**config.mk**
```make
export PLATFORM = sky130hd
export DESIGN_NAME = bat_fifo
export DESIGN_NICKNAME = d
export VERILOG_FILES = /design/src/sv/bat_pkg.sv /design/src/sv/bat_fifo.sv
export SDC_FILE = /design/constraint.sdc
export NUM_CORES = 2
export LEC_CHECK = 0
export BUFFER_PORTS_ARGS = -buffer_cell sky130_fd_sc_hd__buf_2
export CAP_MARGIN = 20
export CORE_UTILIZATION = 60
export DETAILED_ROUTE_END_ITERATION = 6
export GPL_TIMING_DRIVEN = 0
export PLACE_DENSITY_LB_ADDON = 0.08
export REMOVE_ABC_BUFFERS = 1
export SLEW_MARGIN = 40
export SYNTH_ARGS = -nofsm -noshare
export SYNTH_HDL_FRONTEND = slang
export SYNTH_SLANG_ARGS = --single-unit
```
**constraint.sdc**
```tcl
create_clock -name clk -period 6.1 [get_ports clk]
set_clock_uncertainty 0.05 [all_clocks]
set_input_delay 0.61 -clock clk [delete_from_list [all_inputs] [get_ports clk]]
set_output_delay 0.61 -clock clk [all_outputs]
set_load 0.005 [all_outputs]
```
**src/sv/bat_pkg.sv**
```systemverilog
// Shared types, constants and elaboration-time helpers for the beacon angle
// trilateration block. No dependencies.
package bat_pkg;

  localparam int ANGLE_FRAC_BITS_DEF  = 6;
  localparam int SINE_TABLE_DEPTH_DEF = 1024;

  // pi/2 in Q30 and 1.0 in Q30
  localparam logic [63:0] HALF_PI_Q30 = 64'd1686629713;
  localparam logic [63:0] ONE_Q30     = 64'd1 << 30;

  // Datapath widths of the solve and divide
  localparam int NUM_W = 51;
  localparam int DEN_W = 31;
  localparam int QUO_W = 17;

  // Pipeline depths
  localparam int LANE_LAT   = 5;
  localparam int SOLVE_LAT  = 4;
  localparam int DIV_LAT    = 3 + QUO_W + 1;
  localparam int PIPE_LAT   = LANE_LAT + SOLVE_LAT + DIV_LAT;
  localparam int FIFO_DEPTH = 32;
  localparam int FIFO_AW    = $clog2(FIFO_DEPTH);
  localparam int FIFO_CW    = $clog2(FIFO_DEPTH + 1);

  typedef enum logic [1:0] {
    ST_OK    = 2'd0,
    ST_DEGEN = 2'd1,
    ST_ZERO  = 2'd2
  } status_t;

  typedef enum logic [2:0] {
    REG_RADIUS = 3'd0,
    REG_A_X    = 3'd1,
    REG_A_Y    = 3'd2,
    REG_B_X    = 3'd3,
    REG_B_Y    = 3'd4,
    REG_C_X    = 3'd5,
    REG_C_Y    = 3'd6
  } cfg_reg_t;

  typedef struct packed {
    logic [15:0] range_a;
    logic [15:0] range_b;
    logic [15:0] range_c;
    status_t     status;
  } side_t;

  typedef struct packed {
    logic signed [15:0] pos_x;
    logic signed [15:0] pos_y;
    logic [15:0]        range_a;
    logic [15:0]        range_b;
    logic [15:0]        range_c;
    status_t            status;
  } out_item_t;

  // Q16 sine of a Q30 angle: Horner Taylor series to x^13, truncating.
  function automatic logic [16:0] sine_q16(input logic [63:0] x);
    logic [63:0] x2;
    logic [63:0] t;
    logic [63:0] p;
    logic [63:0] d;
    logic [63:0] s;
    x2 = (x * x) >> 30;
    t  = ONE_Q30;
    for (int k = 0; k < 6; k++) begin
      p = (x2 * t) >> 30;
      case (k)
        0:       d = p / 64'd156;
        1:       d = p / 64'd110;
        2:       d = p / 64'd72;
        3:       d = p / 64'd42;
        4:       d = p / 64'd20;
        default: d = p / 64'd6;
      endcase
      t = (d >= ONE_Q30) ? 64'd0 : ONE_Q30 - d;
    end
    s = (x * t) >> 30;
    s = (s + 64'd8192) >> 14;
    if (s > 64'd65536) s = 64'd65536;
    return s[16:0];
  endfunction

endpackage

```
**src/sv/bat_fifo.sv**
```systemverilog
// Output result queue that decouples the pipeline from a stalling consumer.
// Depends on bat_pkg.
module bat_fifo (
  input  logic               clk,
  input  logic               rst,
  input  logic               push,
  input  bat_pkg::out_item_t din,
  input  logic               pop,
  output logic               valid,
  output bat_pkg::out_item_t dout
);

  bat_pkg::out_item_t mem [0:bat_pkg::FIFO_DEPTH-1];

  logic [bat_pkg::FIFO_AW-1:0] wr_ptr, rd_ptr;
  logic [bat_pkg::FIFO_CW-1:0] count;

  always_ff @(posedge clk) begin
    if (push) begin
      mem[wr_ptr] <= din;
    end
  end

  always_ff @(posedge clk) begin
    if (rst) begin
      wr_ptr <= '0;
      rd_ptr <= '0;
      count  <= '0;
    end else begin
      if (push) wr_ptr <= wr_ptr + 1'b1;
      if (pop)  rd_ptr <= rd_ptr + 1'b1;
      count <= count + bat_pkg::FIFO_CW'(push) - bat_pkg::FIFO_CW'(pop);
    end
  end

  assign valid = (count != '0);
  assign dout  = mem[rd_ptr];

endmodule

```
==> impl_metrics.yaml <==
timing:
  drv_slew: 0
  period_minus_slack_ns: 4.66
  fmax_mhz: 215
  worst_pin_slew_ns: 0.850
  grt_setup_unrepaired: "no"
  holdWs_ns: 0.0592
  slew_headroom_pct: 43.2
  finalSetupTns_ns: 0
  timing.final.crit_share_pct: 76.4
  setup_violations: 0
  finalHoldViolCount: 0
drt:
  drt-initial-drc-count: 6799
  drcViolationCount: 0
  routedWlPerCell_microns: 33.4
  postRouteAntennaNets: 0
  dr_total_vias: 52100
  drt_pass1_iterations: 5
  postRouteWirelength_microns: 260000
  avgViaCountPerCell: 6.69
place:
  dp_hpwl_microns: 168000
  gp_congestion: 0.700
  io_buffers: 168
  dp.cells: 7301
cts:
  tritoncts: "done"
  cts_setup_buffers: 0
  clk_latency_ns: 0.90
  numClockSinks: 2645
  cts.path.max_buffers: 4
  cts_hold_buf: 0
  cts_inserted_buffers: 283
  cts-root-buf: "clkbuf_16"
  post_cts_resize_count: 0
  clk_pin_slew_ns: 0.06
  htreeDepth: 5
synth:
  yosysWarnings: 0
  synth-compound-area-share_pct: 3.64
  synthTopCellsByArea: "edfxtp_1, mux4_2, mux2i_1"
  synth_top_family_by_area: "multiplexers"
  synthMuxAreaShare_pct: 13.9
  synthXorXnorAreaFrac_pct: 0.0782
  ys_dominant_reg_cell: "edfxtp_1"
  yosys.area_share.simple_pct: 2.02
  synth_top_area_share_pct: 78.2
  ys_ff_latch: 2645
  synth-seq-area-share_pct: 78.6
  synth_cell_types: 57
  synth_area_sq_mm: 0.101
  synth.largest_area_cell: "edfxtp_1"
  synthAdderAreaFrac_pct: 0.181
  syn_avg_cell_area_sq_um: 21.0
  synth-edff-count: 2624
  postSynth.asyncResetShare_pct: 0
  synth_cells: 4799
critical_path:
  crit_fanout: 25
  crit_required_ns: 5.44
  endpoint_kind: "primary output"
  crit_arrival_ns: 4.00
  reg2reg_from: "wr_ptr[0]"
  start_kind: "flop"
  setup.worst_path.class: "reg2out"
global_route:
  antenna_found_initial: 26
  grt_pass1_wl_microns: 368000
  first_global_vias: 51400
  grt_use_total_pct: 30.9
  grt-ovfl-total: 0
  grt_max_degree: 41
pwr:
  p_comb_share_pct: 5.5
  internal-power_w: 0.0303
  peakVddDrop_mv: 0.337
  sequentialPowerShare_pct: 52.7
  p_leak_nw: 37.0
  clkPwrFrac_pct: 41.8
  powerDensity_mw_per_mm2: 318
  p_total_w: 0.0382
  switching_share_pct: 20.7
  p_sw_w: 0.00793
layout:
  drive_gt1_share_pct: 24.1
  nets: 5483
  synthToLayoutAreaGrowth_pct: 19.4
  final_cell_count_no_fill: 7787
  fin_util_pct: 72.0
  fillCellCount: 9702
floorplan:
  die_h_microns: 412
  die_w_microns: 412
  initial_utilization_pct: 60.3
  coreArea_sq_mm: 0.167
  die_area_sq_mm: 0.170
  ios: 169
  row_count: 150
min_path:
  hold_class: "in2reg"
  hp-start: "push"
run:
  drv_cap: 0
run_status:
  status: "completed"
## cell usage in the layout (no fill, tap or decap), types with 64 or more instances in the layout
cell type	instances
clkbuf_16	289
a22oi_1	411
clkbuf_1	67
nand4_1	73
mux2i_1	622
buf_12	64
buf_8	137
buf_2	175
buf_16	182
edfxtp_1	2624
mux4_2	341
nand3_1	137
## power groups by stage
stage          clock (W)  sequential, W  combinational [W]
6_report          0.0160         0.0202            0.00209
5_1_grt           0.0168         0.0202            0.00222
4_1_cts           0.0162         0.0202            0.00209
3_5_place_dp           0         0.0205            0.00208
3_3_place_gp           0         0.0208            0.00259
2_1_floorplan          0         0.0207            0.00153
## synthesized netlist by cell type (all sizes together), types with 10 or more instances
master,n
mux2i,622
clkbuf,76
a211oi,14
ha,13
buf,200
dfxtp,21
a21oi,16
nand3,137
nor3,20
a31oi,10
o22ai,31
nand2,25
mux4,346
inv,13
edfxtp,2624
a22oi,411
nor2,56
nor2b,24
nand4,73
## cell type report
class / instances / area (sq um) / share of cell area (%)
Antenna cell: 10 / 25.0 / 0.0208
Clock buffer: 359 / 7520 / 6.26
Clock inverter: 116 / 935 / 0.777
Inverter: 13 / 48.8 / 0.0406
Multi-Input combinational cell: 1865 / 20300 / 16.9
Sequential cell: 2645 / 79200 / 65.9
Tap cell: 2204 / 2760 / 2.29
Timing Repair Buffer: 575 / 9400 / 7.81
## cell families (layout without fill, tap and decap cells)
logic type,after synthesis,count (layout)
muxes,968,968
AOI/OAI and AO/OA,499,499
other,0,10
xor gates and xnor gates,9,9
adders and majority gates,14,14
DFF,2645,2645
and+or+nand+nor,375,375
buffers and inverters,289,1063
## layer usage
layer / vias up / GRT usage (%) / share of wire (%)
met5: - / 0 / 0.045
met4: 18 / 10.4 / 3.2
met3: 572 / 5.09 / 8.7
met2: 2655 / 48.9 / 49
met1: 27500 / 44.3 / 39
li1: 21300 / - / -
## sequential cells by signal (all words and copies together) (netlist names), named ones only
signal  count
count       6
rd_ptr      5
wr_ptr      5
mem      2624
## final timing paths
check                                  end  slack [ns]  cells after the start
worst max-delay path              dout[46]        1.44                      9
worst min-delay path             wr_ptr[0]        0.06                      3
worst max register to register  mem[8][13]        2.82                     10
worst min register to register        flop        0.51                      2
## critical path: stages (launching register included)
cell and delay [ns]:
dfxtp_4 0.69, buf_12 0.29, buf_12 0.25, buf_12 0.27, buf_12 0.26, mux4_2 0.53
a22o_1 0.25, a31oi_1 0.17, nand3_1 0.13, buf_2 0.15
## metrics by stage
| step | area [sq um] | setup slack (ns) |
|---|---|---|
| 3_5_place_dp | 112000 | 2.27 |
| 4_1_cts | 120000 | 1.30 |
| 3_3_place_gp | 103000 | -79.43 |
| 6_report | 120000 | 1.44 |
| 2_1_floorplan | 99300 | -23.78 |
| 5_1_grt | 120000 | 1.17 |
Power figures use the tool's default switching activity.
